### config.mk
export PLATFORM = sky130hd
export DESIGN_NAME = rgb_to_hsv_converter
export DESIGN_NICKNAME = d
export VERILOG_FILES = /design/src/rtl/core/rth_pkg.sv /design/src/rtl/core/rth_divider.sv /design/src/rtl/core/rgb_to_hsv_converter.sv
export VERILOG_INCLUDE_DIRS = /design/src /design/src/rtl/core
export SDC_FILE = /design/constraint.sdc
export NUM_CORES = 1
export LEC_CHECK = 0
export BUFFER_PORTS_ARGS = -buffer_cell sky130_fd_sc_hd__buf_2
export CAP_MARGIN = 20
export CORE_MARGIN = 10
export CORE_UTILIZATION = 69
export CTS_CLUSTER_SIZE = 14
export DETAILED_ROUTE_END_ITERATION = 8
export PLACE_DENSITY = 0.94
export SLEW_MARGIN = 5
export SYNTH_ARGS = -nofsm -noshare
export SYNTH_HDL_FRONTEND = slang
export SYNTH_HIERARCHICAL = 1
export SYNTH_SLANG_ARGS = --single-unit
### constraint.sdc
create_clock -name aclk -period 40.2 [get_ports aclk]
set_clock_uncertainty 0.2 [all_clocks]
set_input_delay 2.01 -clock aclk [delete_from_list [all_inputs] [get_ports aclk]]
set_output_delay 2.01 -clock aclk [all_outputs]
set_load 0.02 [all_outputs]
### src/rtl/core/rgb_to_hsv_converter_macros.svh
`ifndef RGB_TO_HSV_CONVERTER_MACROS_SVH
`define RGB_TO_HSV_CONVERTER_MACROS_SVH

// same-cycle implication, checked outside reset
`define RTH_ASSERT_IMPL(lbl, ante, cons, msg) \
    lbl: assert property (@(posedge aclk) disable iff (!aresetn) (ante) |-> (cons)) \
        else $error(msg);

// next-cycle implication, checked outside reset
`define RTH_ASSERT_NEXT(lbl, ante, cons, msg) \
    lbl: assert property (@(posedge aclk) disable iff (!aresetn) (ante) |=> (cons)) \
        else $error(msg);

`endif

### src/rtl/core/rth_pkg.sv
`timescale 1ns / 1ps
`default_nettype none

package rth_pkg;

    // fixed point format of the results
    localparam int HUE_FRAC_BITS = 4;
    localparam int SAT_BITS      = 8;
    localparam int CHAN_W        = 8;
    localparam int CHAN_MAX      = (1 << CHAN_W) - 1;

    localparam int HUE_W    = 9 + HUE_FRAC_BITS;
    localparam int HUE_STEP = 60 << HUE_FRAC_BITS;
    localparam int HUE_FULL = 360 << HUE_FRAC_BITS;
    localparam int SAT_MAX  = (1 << SAT_BITS) - 1;

    // sextant numerator: offset * delta + difference, at most 7 * delta
    localparam int NUM_W = $clog2(7 * CHAN_MAX + 1);

    // divider operand widths
    localparam int HUE_DIVD_W = $clog2(HUE_STEP * 7 * CHAN_MAX + 1);
    localparam int HUE_QW     = $clog2(HUE_STEP * 7 + 1);
    localparam int HUE_CW     = HUE_DIVD_W + CHAN_W;
    localparam int SAT_DIVD_W = $clog2(SAT_MAX * CHAN_MAX + 1);
    localparam int SAT_QW     = SAT_BITS;
    localparam int SAT_CW     = SAT_DIVD_W + CHAN_W;

    // quotient bits resolved per divider stage
    localparam int QBITS_PER_STAGE = 2;
    localparam int DIV_QW_MAX      = (HUE_QW > SAT_QW) ? HUE_QW : SAT_QW;
    localparam int DIV_STAGES      = (DIV_QW_MAX + QBITS_PER_STAGE - 1) / QBITS_PER_STAGE;

    // stream widths
    localparam int S_TDATA_W  = 32;
    localparam int M_FIELDS_W = HUE_W + SAT_BITS + CHAN_W;
    localparam int M_TDATA_W  = ((M_FIELDS_W + 7) / 8) * 8;

    // pipeline control handed to the divider
    typedef struct packed {
        logic adv;
        logic vld;
    } rth_ctrl_t;

endpackage

`default_nettype wire

### src/rtl/core/rth_divider.sv
`timescale 1ns / 1ps
`default_nettype none

module rth_divider (
    input  wire logic                          aclk,
    input  wire logic                          aresetn,
    input  wire rth_pkg::rth_ctrl_t            ctrl,
    input  wire logic [rth_pkg::HUE_DIVD_W-1:0] hue_dvd,
    input  wire logic [rth_pkg::CHAN_W-1:0]     hue_dvs,
    input  wire logic [rth_pkg::SAT_DIVD_W-1:0] sat_dvd,
    input  wire logic [rth_pkg::CHAN_W-1:0]     sat_dvs,
    input  wire logic [rth_pkg::CHAN_W-1:0]     val_in,
    output logic                               out_vld,
    output logic [rth_pkg::HUE_QW-1:0]         hue_q,
    output logic [rth_pkg::SAT_QW-1:0]         sat_q,
    output logic [rth_pkg::CHAN_W-1:0]         val_out
);
    import rth_pkg::*;

    // per-stage registers of the restoring divider
    logic [DIV_STAGES-1:0]   vld_reg;
    logic [HUE_DIVD_W-1:0]   hrem_reg [DIV_STAGES];
    logic [HUE_QW-1:0]       hq_reg   [DIV_STAGES];
    logic [CHAN_W-1:0]       hdvs_reg [DIV_STAGES];
    logic [SAT_DIVD_W-1:0]   srem_reg [DIV_STAGES];
    logic [SAT_QW-1:0]       sq_reg   [DIV_STAGES];
    logic [CHAN_W-1:0]       sdvs_reg [DIV_STAGES];
    logic [CHAN_W-1:0]       val_reg  [DIV_STAGES];

    for (genvar s = 0; s < DIV_STAGES; s++) begin : g_stage
        logic                  vld_in;
        logic [HUE_DIVD_W-1:0] hrem_in;
        logic [HUE_QW-1:0]     hq_in;
        logic [CHAN_W-1:0]     hdvs_in;
        logic [SAT_DIVD_W-1:0] srem_in;
        logic [SAT_QW-1:0]     sq_in;
        logic [CHAN_W-1:0]     sdvs_in;
        logic [CHAN_W-1:0]     val_s_in;
        logic [HUE_DIVD_W-1:0] hrem_next;
        logic [HUE_QW-1:0]     hq_next;
        logic [SAT_DIVD_W-1:0] srem_next;
        logic [SAT_QW-1:0]     sq_next;

        // stage input: module ports or previous stage
        if (s == 0) begin : g_first
            assign vld_in   = ctrl.vld;
            assign hrem_in  = hue_dvd;
            assign hq_in    = '0;
            assign hdvs_in  = hue_dvs;
            assign srem_in  = sat_dvd;
            assign sq_in    = '0;
            assign sdvs_in  = sat_dvs;
            assign val_s_in = val_in;
        end else begin : g_rest
            assign vld_in   = vld_reg[s-1];
            assign hrem_in  = hrem_reg[s-1];
            assign hq_in    = hq_reg[s-1];
            assign hdvs_in  = hdvs_reg[s-1];
            assign srem_in  = srem_reg[s-1];
            assign sq_in    = sq_reg[s-1];
            assign sdvs_in  = sdvs_reg[s-1];
            assign val_s_in = val_reg[s-1];
        end

        // compare and subtract for this stage's quotient bits
        always_comb begin
            logic [HUE_CW-1:0] htrial;
            logic [SAT_CW-1:0] strial;
            int                hidx;
            int                sidx;
            hrem_next = hrem_in;
            hq_next   = hq_in;
            srem_next = srem_in;
            sq_next   = sq_in;
            htrial    = '0;
            strial    = '0;
            for (int j = 0; j < QBITS_PER_STAGE; j++) begin
                hidx = HUE_QW - 1 - (s * QBITS_PER_STAGE + j);
                sidx = SAT_QW - 1 - (s * QBITS_PER_STAGE + j);
                if (hidx >= 0) begin
                    htrial = HUE_CW'(hdvs_in) << hidx;
                    if (HUE_CW'(hrem_next) >= htrial) begin
                        hrem_next = hrem_next - HUE_DIVD_W'(htrial);
                        hq_next   = hq_next | (HUE_QW'(1) << hidx);
                    end
                end
                if (sidx >= 0) begin
                    strial = SAT_CW'(sdvs_in) << sidx;
                    if (SAT_CW'(srem_next) >= strial) begin
                        srem_next = srem_next - SAT_DIVD_W'(strial);
                        sq_next   = sq_next | (SAT_QW'(1) << sidx);
                    end
                end
            end
        end

        // valid bit
        always_ff @(posedge aclk) begin
            if (!aresetn) begin
                vld_reg[s] <= 1'b0;
            end else if (ctrl.adv) begin
                vld_reg[s] <= vld_in;
            end
        end

        // payload
        always_ff @(posedge aclk) begin
            if (ctrl.adv) begin
                hrem_reg[s] <= hrem_next;
                hq_reg[s]   <= hq_next;
                hdvs_reg[s] <= hdvs_in;
                srem_reg[s] <= srem_next;
                sq_reg[s]   <= sq_next;
                sdvs_reg[s] <= sdvs_in;
                val_reg[s]  <= val_s_in;
            end
        end
    end

    assign out_vld = vld_reg[DIV_STAGES-1];
    assign hue_q   = hq_reg[DIV_STAGES-1];
    assign sat_q   = sq_reg[DIV_STAGES-1];
    assign val_out = val_reg[DIV_STAGES-1];

endmodule

`default_nettype wire

### src/rtl/core/rgb_to_hsv_converter.sv
// channel   dir  handshake            payload
// s_axis    in   s_tvalid / s_tready  s_tdata: color word (alpha, red, green, blue)
// m_axis    out  m_tvalid / m_tready  m_tdata: hue, saturation, value
//
// one pixel per clock sustained while the output is not stalled; 11 register stages:
// 3 front stages (max/min, sextant numerator, scaling), 7 divider stages
// resolving 2 quotient bits each, 1 output stage with the hue wrap.
// reset (aresetn low, synchronous) clears only the valid bits.
// a stalled output freezes the whole pipeline; s_tready is low while the output
// register holds a transaction that is not being taken.
`timescale 1ns / 1ps
`default_nettype none

module rgb_to_hsv_converter (
    input  wire logic                          aclk,
    input  wire logic                          aresetn,
    input  wire logic                          s_tvalid,
    output logic                               s_tready,
    // [31:0] color_word
    input  wire logic [rth_pkg::S_TDATA_W-1:0] s_tdata,
    output logic                               m_tvalid,
    input  wire logic                          m_tready,
    // [12:0] hue_sixteenths, [20:13] saturation_level, [28:21] value_level, rest zero
    output logic [rth_pkg::M_TDATA_W-1:0]      m_tdata
);
    import rth_pkg::*;

    typedef enum logic [1:0] {
        SEXT_RED,
        SEXT_GREEN,
        SEXT_BLUE
    } sext_t;

    logic pipe_adv;

    // stage a: channel extremes and sextant
    logic              a_vld_reg;
    logic [CHAN_W-1:0] a_r_reg, a_g_reg, a_b_reg, a_hi_reg, a_lo_reg;
    sext_t             a_sext_reg;
    logic [CHAN_W-1:0] a_r_next, a_g_next, a_b_next, a_hi_next, a_lo_next;
    sext_t             a_sext_next;

    // stage b: delta and non-negative sextant numerator
    logic              b_vld_reg;
    logic [CHAN_W-1:0] b_delta_reg, b_hi_reg;
    logic [NUM_W-1:0]  b_num_reg;
    logic [CHAN_W-1:0] b_delta_next;
    logic [NUM_W-1:0]  b_num_next;

    // stage c: divider operands
    logic                  c_vld_reg;
    logic [HUE_DIVD_W-1:0] c_hue_dvd_reg;
    logic [CHAN_W-1:0]     c_hue_dvs_reg;
    logic [SAT_DIVD_W-1:0] c_sat_dvd_reg;
    logic [CHAN_W-1:0]     c_sat_dvs_reg;
    logic [CHAN_W-1:0]     c_hi_reg;

    // divider outputs
    logic              d_vld;
    logic [HUE_QW-1:0] d_hue_q;
    logic [SAT_QW-1:0] d_sat_q;
    logic [CHAN_W-1:0] d_val;

    // output register
    logic                 m_tvalid_reg;
    logic [M_TDATA_W-1:0] m_tdata_reg;
    logic [HUE_W-1:0]     hue_wrapped;

    // whole pipeline moves when the output register is free or being emptied
    assign pipe_adv = !m_tvalid_reg || m_tready;
    assign s_tready = pipe_adv;

    // max, min and sextant, red first, then green, then blue
    always_comb begin
        a_r_next  = s_tdata[23:16];
        a_g_next  = s_tdata[15:8];
        a_b_next  = s_tdata[7:0];
        a_hi_next = a_r_next;
        a_lo_next = a_r_next;
        if (a_g_next > a_hi_next) begin
            a_hi_next = a_g_next;
        end
        if (a_b_next > a_hi_next) begin
            a_hi_next = a_b_next;
        end
        if (a_g_next < a_lo_next) begin
            a_lo_next = a_g_next;
        end
        if (a_b_next < a_lo_next) begin
            a_lo_next = a_b_next;
        end
        if (a_hi_next == a_r_next) begin
            a_sext_next = SEXT_RED;
        end else if (a_hi_next == a_g_next) begin
            a_sext_next = SEXT_GREEN;
        end else begin
            a_sext_next = SEXT_BLUE;
        end
    end

    // numerator offset * delta plus the signed difference, always non-negative
    always_comb begin
        b_delta_next = a_hi_reg - a_lo_reg;
        unique case (a_sext_reg)
            SEXT_RED: begin
                b_num_next = NUM_W'(6) * NUM_W'(b_delta_next)
                           + NUM_W'(a_g_reg) - NUM_W'(a_b_reg);
            end
            SEXT_GREEN: begin
                b_num_next = NUM_W'(2) * NUM_W'(b_delta_next)
                           + NUM_W'(a_b_reg) - NUM_W'(a_r_reg);
            end
            SEXT_BLUE: begin
                b_num_next = NUM_W'(4) * NUM_W'(b_delta_next)
                           + NUM_W'(a_r_reg) - NUM_W'(a_g_reg);
            end
            default: begin
                b_num_next = '0;
            end
        endcase
    end

    // front stage valid bits
    always_ff @(posedge aclk) begin
        if (!aresetn) begin
            a_vld_reg <= 1'b0;
            b_vld_reg <= 1'b0;
            c_vld_reg <= 1'b0;
        end else if (pipe_adv) begin
            a_vld_reg <= s_tvalid;
            b_vld_reg <= a_vld_reg;
            c_vld_reg <= b_vld_reg;
        end
    end

    // front stage payload; a zero divisor is replaced by one over a zero dividend
    always_ff @(posedge aclk) begin
        if (pipe_adv) begin
            a_r_reg    <= a_r_next;
            a_g_reg    <= a_g_next;
            a_b_reg    <= a_b_next;
            a_hi_reg   <= a_hi_next;
            a_lo_reg   <= a_lo_next;
            a_sext_reg <= a_sext_next;

            b_delta_reg <= b_delta_next;
            b_num_reg   <= b_num_next;
            b_hi_reg    <= a_hi_reg;

            c_hue_dvd_reg <= (b_delta_reg == '0) ? '0
                           : HUE_DIVD_W'(b_num_reg) * HUE_DIVD_W'(HUE_STEP);
            c_hue_dvs_reg <= (b_delta_reg == '0) ? CHAN_W'(1) : b_delta_reg;
            c_sat_dvd_reg <= SAT_DIVD_W'(b_delta_reg) * SAT_DIVD_W'(SAT_MAX);
            c_sat_dvs_reg <= (b_hi_reg == '0) ? CHAN_W'(1) : b_hi_reg;
            c_hi_reg      <= b_hi_reg;
        end
    end

    rth_divider u_divider (
        .aclk    (aclk),
        .aresetn (aresetn),
        .ctrl    ('{adv: pipe_adv, vld: c_vld_reg}),
        .hue_dvd (c_hue_dvd_reg),
        .hue_dvs (c_hue_dvs_reg),
        .sat_dvd (c_sat_dvd_reg),
        .sat_dvs (c_sat_dvs_reg),
        .val_in  (c_hi_reg),
        .out_vld (d_vld),
        .hue_q   (d_hue_q),
        .sat_q   (d_sat_q),
        .val_out (d_val)
    );

    // hue quotient stays below two turns, so one subtract wraps it
    assign hue_wrapped = (d_hue_q >= HUE_QW'(HUE_FULL)) ? HUE_W'(d_hue_q - HUE_QW'(HUE_FULL))
                                                      : HUE_W'(d_hue_q);

    // output register
    always_ff @(posedge aclk) begin
        if (!aresetn) begin
            m_tvalid_reg <= 1'b0;
        end else if (pipe_adv) begin
            m_tvalid_reg <= d_vld;
        end
    end

    always_ff @(posedge aclk) begin
        if (pipe_adv) begin
            m_tdata_reg <= M_TDATA_W'({d_val, d_sat_q, hue_wrapped});
        end
    end

    assign m_tvalid = m_tvalid_reg;
    assign m_tdata  = m_tdata_reg;

    // checks
    `include "rgb_to_hsv_converter_macros.svh"

    `RTH_ASSERT_IMPL(a_hue_range, m_tvalid, m_tdata[HUE_W-1:0] < HUE_W'(HUE_FULL), "hue out of range")
    `RTH_ASSERT_IMPL(a_black, m_tvalid && (m_tdata[M_FIELDS_W-1:HUE_W+SAT_BITS] == '0), m_tdata[HUE_W+SAT_BITS-1:0] == '0, "black pixel with hue or saturation")
    `RTH_ASSERT_NEXT(a_stall_hold, !pipe_adv, $stable(a_vld_reg) && $stable(c_vld_reg), "pipeline moved during stall")

endmodule

`default_nettype wire

* Word level (Yosys, flattened, before mapping)
Memories as Yosys holds them, arrays and structs flattened. A register that Yosys moved wholly into a read port is not among the register bits.
Cells that the tools add are included.
** Storage, ports and cells
- Flip-flop bits (word level) :: 170
- Input port bits :: 36
- Word-level logic and storage cells :: 152
- Memories kept :: 7
- Memory bits (writable) :: 574
- Output and inout port bits :: 34
** Operators by class
- Muxes and demuxes :: 51
- Reductions and logical operators :: 5
- Order comparisons :: 26
- Eq/ne operators :: 4
- $mul :: 3
- Add/sub/neg operators :: 29
** Memory list
- u_divider.hrem_reg :: words 7, width 21, rd ports 6, clocked after Yosys merged registers in 0, write ports 7, line rth_divider.sv:22 : logic [HUE_DIVD_W-1:0] hrem_reg [DIV_STAGES];
- u_divider.srem_reg :: words 7, width 16, rd ports 6, clocked after Yosys merged registers in 0, write ports 7, line rth_divider.sv:25 : logic [SAT_DIVD_W-1:0] srem_reg [DIV_STAGES];
- u_divider.hq_reg :: words 7, width 13, rd ports 7, clocked after Yosys merged registers in 0, write ports 7, line rth_divider.sv:23 : logic [HUE_QW-1:0] hq_reg [DIV_STAGES];
- u_divider.hdvs_reg :: words 7, width 8, rd ports 6, clocked after Yosys merged registers in 0, write ports 7, line rth_divider.sv:24 : logic [CHAN_W-1:0] hdvs_reg [DIV_STAGES];
- u_divider.sdvs_reg :: words 7, width 8, rd ports 6, clocked after Yosys merged registers in 0, write ports 7, line rth_divider.sv:27 : logic [CHAN_W-1:0] sdvs_reg [DIV_STAGES];
- u_divider.sq_reg :: words 7, width 8, rd ports 7, clocked after Yosys merged registers in 1, write ports 7, line rth_divider.sv:26 : logic [SAT_QW-1:0] sq_reg [DIV_STAGES];
- 1 more memories
** Operator list (number)
- 2-to-1 mux 21 bit :: 13
- 2-to-1 mux 16 bit :: 8
- 2-to-1 mux 8 bit :: 6
- one-hot mux 11 bit (3 select lines) :: 1
- 2-to-1 mux 13 bit :: 2
- subtractor 11 x 8 -> 11 bit :: 2
- greater-or-equal comparator 21 x 10 -> 1 bit :: 1
- greater-or-equal comparator 21 x 11 -> 1 bit :: 1
- greater-or-equal comparator 21 x 12 -> 1 bit :: 1
- greater-or-equal comparator 21 x 13 -> 1 bit :: 1
- greater-or-equal comparator 21 x 14 -> 1 bit :: 1
- greater-or-equal comparator 21 x 15 -> 1 bit :: 1
- greater-or-equal comparator 21 x 16 -> 1 bit :: 1
- greater-or-equal comparator 21 x 17 -> 1 bit :: 1
- greater-or-equal comparator 21 x 18 -> 1 bit :: 1
- greater-or-equal comparator 21 x 19 -> 1 bit :: 1
- greater-or-equal comparator 21 x 20 -> 1 bit :: 1
- greater-or-equal comparator 21 x 8 -> 1 bit :: 1
- greater-or-equal comparator 21 x 9 -> 1 bit :: 1
- subtractor 21 x 10 -> 21 bit :: 1
- subtractor 21 x 11 -> 21 bit :: 1
- subtractor 21 x 12 -> 21 bit :: 1
- subtractor 21 x 13 -> 21 bit :: 1
- subtractor 21 x 14 -> 21 bit :: 1
- other kinds (54) :: 68

* Longest topological paths before layout
Gate-level depths: netlist (run 1).
- Depth after elaboration :: 6
- Gate-level depth with buffers :: 24

* Modules after synthesis
The synthesis (run 1) kept the hierarchy.
** Modules (own cells, without submodules)
- rth_divider :: cells an instance 2108, area each 23943.0 µm², sequential area each 12181.7 µm², times used 1
- rgb_to_hsv_converter :: cells an instance 1047, area each 11732.5 µm², sequential area each 4674.5 µm², times used 1

* Least setup slack after synthesis (run 1)
No wires, ideal clock.
- Path kind :: input-to-reg
- Start :: input m_tready
- End :: register m_tvalid_reg (netlist: m_tvalid)
- Data arrival time :: 18.611 ns
- Data required time :: 39.201 ns
- Path slack :: 20.590 ns
- Stages on the path :: 3
- Cells stage by stage :: nand2b_1 -> clkbuf_1 -> a21boi_0
** Between the ends
- Word-level cells in the longest chain between the ends :: 1
** RTL lines
- from (decl) :: line rgb_to_hsv_converter.sv:22 : input wire logic m_tready,
- logical OR 1 bit :: line rgb_to_hsv_converter.sv:70 : assign pipe_adv = !m_tvalid_reg || m_tready;
- via s_tready :: line rgb_to_hsv_converter.sv:18 : output logic s_tready,
- to (signal assigned) :: line rgb_to_hsv_converter.sv:183 : m_tvalid_reg <= d_vld;
- to (decl) :: line rgb_to_hsv_converter.sv:65 : logic m_tvalid_reg;
The timed path passes the listed nets, and every way through them passes these cells.
A chain may end at the register's enable or synchronous reset.

==> results.yml, run 1 <==
logic_synthesis:
  synthXorXnorAreaFrac_pct: 5.00
  synthAdderAreaFrac_pct: 15.5
  synth_top_area_cell: "edfxtp_1"
  synth_warnings: 6
  netlist_instances: 3155
  postSynthAreaPerCell_um2: 11.3
  synth.area.top_cells: "edfxtp_1 (47%), ha_1 (10%), fa_1 (5.2%)"
  synth_top_family_by_area: "adder cells"
  ys_types: 104
  yosys.area_share.simple_pct: 11.5
  syn-cell-area_mm2: 0.0357
  synth.top_cell.area_share_pct: 46.6
  synth_compound_area_share_pct: 13.2
  ys_seq_area_share_pct: 47.2
  synth.mux.area_fraction_pct: 3.25
  yosys_most_used_dff: "edfxtp_1"
  async_flop_share_pct: 0
  synth-edff-count: 554
  ys_ff_latch: 565
run_status:
  status: "finished clean"
run:
  maxCapViolations: 0
clock_network:
  cts_hold_buf: 0
  clk_pin_slew_ps: 60
  cts_resized: 0
  cts_made_buffers: 57
  clkSinkCount: 565
  htree_levels: 2
  cts-root-buf: "clkbuf_16"
  post_cts_buffers: 0
  clk_latency_ps: 620
  tritoncts: "done"
  clockBufferDepth: 3
worst_setup_path:
  reg2reg_slack_ps: 33390
  path_max_fanout: 14
  cp-end-kind: "register"
  cp.arrival_ps: 6960
  critPathKind: "reg2reg"
  crit_required_ps: 40360
  start_kind: "register"
final_layout:
  area_delta_synth_final_pct: 7.93
  diodes: 0
  fin_area_mm2: 0.0385
  drive_gt1_share_pct: 8.44
  mostFrequentLayoutCells: "edfxtp_1 (554), inv_1 (323), ha_1 (294), nor2_1 (227), a21oi_1 (185)"
  nNetsFinal: 3662
  multi_input_area_mm2: 0.0174
  fillers: 3197
  regArea_mm2: 0.0169
  largest_reg_flops: 126
  layout_commonest_cell: "edfxtp_1"
floorplan:
  core_mm2: 0.0513
  die-area_mm2: 0.0612
  ioPinCount: 70
  die_w_um: 247
  rows: 83
  die_h_um: 247
  initial_core_util_pct: 69.5
placement:
  portBuffers: 58
  dpl_cell_area_mm2: 0.0367
  gp_congestion: 0.915
  pre_cts_ws_ps: 32960
  dp_hpwl_um: 56200
global_routing:
  grt_use_met2_pct: 46.2
  gr-total-overflow: 0
  grt_pass1_vias: 25698
  track_usage_pct: 25.3
  antenna_found_initial: 1
  grt_max_degree: 201
  grt.busiest_layer: "met2"
  grt_util_met1_pct: 29.6
  grt_pass1_wl_um: 127000
  met3_usage_pct: 3.91
sta:
  min_period_ps: 6810
  fmax_ghz: 0.147
  finalSetupTns_ps: 0
  worst_slew_pin_slew_ps: 1110
  slew_headroom_pct: 24.0
  hold_violations: 0
  final-setup-viol-count: 0
  fin_ws_ps: 33390
  fin_crit_sh_pct: 16.9
  rsz0062_at_grt: "no"
  slew_violations: 0
route:
  drtPass1Iterations: 6
  routed_wl_um: 78000
  ant_nets: 0
  vias_per_cell: 6.33
  vias: 25088
  wl_per_cell_um: 19.7
  drtIter0Drc: 2127
  drc: 0
hold_path:
  hold_class: "reg2reg"
-- layer usage --
metal | wire length, µm | vias to the layer above
met4 | 2750 | 2
met1 | 30700 | 12138
met5 | 6 | -
met3 | 4290 | 256
met2 | 40300 | 955
li1 | - | 11737
-- cell usage after synthesis, types with 13 or more instances --
library cell  count
o21ai_0         128
mux2i_1          35
nand3_1          34
and4_1           13
nand4_1          44
or3_1            29
fa_1             93
and3_1           22
nand2b_1         32
o22ai_1          19
nor4_1           29
a21oi_1         185
xor2_1           68
a21boi_0         24
nor2_1          227
inv_1           323
a21o_1           70
o21bai_1         22
clkbuf_1         35
mux2_2           62
o21a_1           48
a211oi_1         26
ha_1            294
or2_2            17
o31ai_1          22
o311ai_0         20
edfxtp_1        554
and2_1           21
nor3_1           69
xnor2_1         134
nor2b_1          57
nand2_1         155
-- kinds of logic (layout without fill, tap and decap cells) --
logic type / count (synthesis) / count (layout)
muxes: 106 / 106
xor gates and xnor gates: 203 / 203
adders and majority gates: 387 / 387
other: 1 / 15
AOI/OAI and AO/OA: 701 / 701
buffers and inverters: 388 / 500
and+or+nand+nor: 804 / 804
DFF: 565 / 565
-- critical path, stage by stage, from the launching register on --
cell	delay, ps
edfxtp_1	430
inv_1	140
ha_1	300
and3_1	240
a21boi_1	200
o21ai_1	540
and3_1	590
mux2_2	420
ha_1	370
nor2b_1	180
o21ai_0	290
a21boi_0	200
o21ai_0	230
a21oi_1	190
or4b_1	570
nor2_1	620
inv_1	400
and3_1	300
xnor2_1	130
-- layout make-up --
type | instances | area share [%]
clock inverter | 36 | 0.868
inverter | 329 | 3.23
timing repair buffer | 70 | 1.02
multi-input combinational | 2216 | 45.1
clock buffer | 65 | 3.78
sequential | 565 | 43.8
tap | 680 | 2.21
-- final timing paths --
| check | to | depth (start not counted) | startpoint |
|---|---|---|---|
| setup / recovery | u_divider/hrem_reg[5][16]$_DFFE_PP_ | 18 | u_divider/hdvs_reg[4][2]$_DFFE_PP_ |
| setup reg to reg | u_divider/hrem_reg[5][16]$_DFFE_PP_ | 18 | u_divider/hdvs_reg[4][2]$_DFFE_PP_ |
| hold reg to reg | u_divider/val_reg[1][2]$_DFFE_PP_ | 0 | u_divider/val_reg[0][2]$_DFFE_PP_ |
| hold / removal | u_divider/val_reg[1][2]$_DFFE_PP_ | 0 | u_divider/val_reg[0][2]$_DFFE_PP_ |
-- metrics by stage --
step	util (%)	hold WS (ps)	instances
6_report	75.1	212	3961
5_1_grt	75.1	222	3961
4_1_cts	75.0	215	3960
3_5_place_dp	71.6	205	3859
3_3_place_gp	71.6	200	3859
2_1_floorplan	-	200	3169
Power of run 1 is not shown: default switching activity piles up to over one toggle a cycle in this logic, so the estimate is an artifact.
==> run 2, diff against run 1 <==
CORE_UTILIZATION = 64   (was 69)
PLACE_DENSITY = 0.89   (was 0.94)
clock period = 6.77 ns   (was 40.2 ns; I/O delays follow)
==> run 2 against run 1 <==
Final cell count increased by 2.6%; count of clock-buffer cells in the layout fell by 2; first-iteration DRC count rose by 9.3%; global-route usage down 1.5 points; utilization decreased by 4.4 points; design area up 1.3%; critical path depth is 1 higher; routed wire length increased by 0.84%; die area up 7.2%; hold slack worse by 45 ps; fmax rose by 8.2%; non-clock buffer count grew 32.
==> results.yml, run 2 (same netlist as run 1, synthesis figures left out) <==
clock_network:
  htree_levels: 2
  cts_made_buffers: 56
  cts_hold_buf: 27
  clockBufferDepth: 3
  tritoncts: "done"
  clk_latency_ps: 650
  post_cts_buffers: 0
  cts-root-buf: "clkbuf_16"
  cts_resized: 0
  clkSinkCount: 565
  clk_pin_slew_ps: 60
placement:
  dp_hpwl_um: 53700
  place_inst: 3933
  dpl_cell_area_mm2: 0.0369
  portBuffers: 58
  gp_congestion: 0.922
global_routing:
  antenna_found_initial: 0
  grt_pass1_vias: 25859
  grt_max_degree: 195
  grt_pass1_wl_um: 130000
  track_usage_pct: 23.8
  gr-total-overflow: 0
route:
  drc: 0
  drtPass1Iterations: 6
  vias_per_cell: 6.22
  routed_wl_um: 78700
  drtIter0Drc: 2325
  ant_nets: 0
  vias: 25277
  wl_per_cell_um: 19.4
final_layout:
  mostFrequentLayoutCells: "edfxtp_1 (554), inv_1 (323), ha_1 (294), nor2_1 (227), a21oi_1 (185)"
  drive_gt1_share_pct: 8.54
  final_util_pct: 70.7
  nNetsFinal: 3693
  area_delta_synth_final_pct: 9.34
  fin_area_mm2: 0.0390
  largest_reg_flops: 126
  layout_commonest_cell: "edfxtp_1"
  instances_no_fill: 4064
sta:
  fmax_ghz: 0.159
  rsz0062_at_grt: "no"
  slew_violations: 0
  hold_violations: 0
  final-setup-viol-count: 0
  fin_crit_sh_pct: 92.9
  finalSetupTns_ps: 0
  worst_slew_pin_slew_ps: 1050
  slew_headroom_pct: 28.5
  min_period_ps: 6290
worst_setup_path:
  path_delay_family: "compound AO/OA/AOI/OAI gates"
  cp-end-kind: "register"
  start_kind: "register"
  path_cells: "inv_1, ha_1, nor2b_1, o31a_1, o31ai_1, and3_1, inv_1, buf_4, nor2_1, a21oi_1, fa_1, a21o_1, a21oi_1, o21bai_1, a21oi_1, o21ai_0, a211oi_1, nand3_1, mux2_2"
  worst-path-buf-inv: 3
  path_max_fanout: 19
  crit_required_ps: 6930
  crit_slowest_cell: "nand3_1"
  critPathKind: "reg2reg"
  critPathMaxStageDelay_ps: 650
  cp.arrival_ps: 6450
  crit_top_cell: "a21oi_1"
floorplan:
  die-area_mm2: 0.0656
  initial_core_util_pct: 64.6
  ioPinCount: 70
  die_h_um: 256
  core_mm2: 0.0552
  die_w_um: 256
  rows: 86
hold_path:
  hold_class: "in2reg"
run_status:
  status: "finished clean"
run:
  maxCapViolations: 0
run 2: cell count changes in the layout (fill, tap and decap cells not counted), sizes merged:
cell	previous run	this run
clkinvlp	8	7
bufinv	4	7
clkinv	20	23
inv	333	331
buf	69	75
clkbuf	66	63
diode	0	2
dlygate4sd3	0	27
run 2: worst reg2reg max path: stages (launching register included):
cell and delay (ps):
edfxtp_1 400, inv_1 220, ha_1 300, nor2b_1 170, o31a_1 320, o31ai_1 490
and3_1 430, inv_1 70, buf_4 180, nor2_1 90, a21oi_1 110, fa_1 490
a21o_1 200, a21oi_1 250, o21bai_1 100, a21oi_1 230, o21ai_0 170, a211oi_1 480
nand3_1 650, mux2_2 500
run 2: final timing paths:
check                                      from                             endpoint  slack, ps  cells after the start
min reg2reg    u_divider/hq_reg[3][9]$_DFFE_PP_     u_divider/hq_reg[4][9]$_DFFE_PP_        190                      0
min                                    m_tready                m_tvalid$_SDFFE_PN0P_        170                      3
max reg2reg  u_divider/hdvs_reg[1][1]$_DFFE_PP_  u_divider/hrem_reg[2][14]$_DFFE_PP_        480                     19
max          u_divider/hdvs_reg[1][1]$_DFFE_PP_  u_divider/hrem_reg[2][14]$_DFFE_PP_        480                     19
run 2: layout make-up:
type / instances / area, µm²
timing repair buffer: 102 / 726
fill: 3514 / 16200
inverter: 329 / 1240
antenna: 2 / 5.00
sequential: 565 / 16900
clock buffer: 63 / 1430
tap: 748 / 936
clock inverter: 39 / 440
multi-input combinational: 2216 / 17400
run 2: per-stage QoR:
step           setup WS, ps  hold WS, ps
2_1_floorplan          1290          200
3_3_place_gp            985          200
3_5_place_dp            662          205
4_1_cts                 542          171
5_1_grt                75.4          205
6_report                477          167
run 2: routing by layer:
| metal | vias to the layer above | GRT usage [%] | routed length, µm |
|---|---|---|---|
| met1 | 12075 | 27.3 | 30200 |
| met4 | 0 | 11.5 | 3780 |
| met3 | 326 | 4.12 | 4680 |
| met2 | 1074 | 42.5 | 40000 |
| met5 | - | 0 | 0 |
| li1 | 11802 | - | - |
Power of run 2 is left out for the same reason.
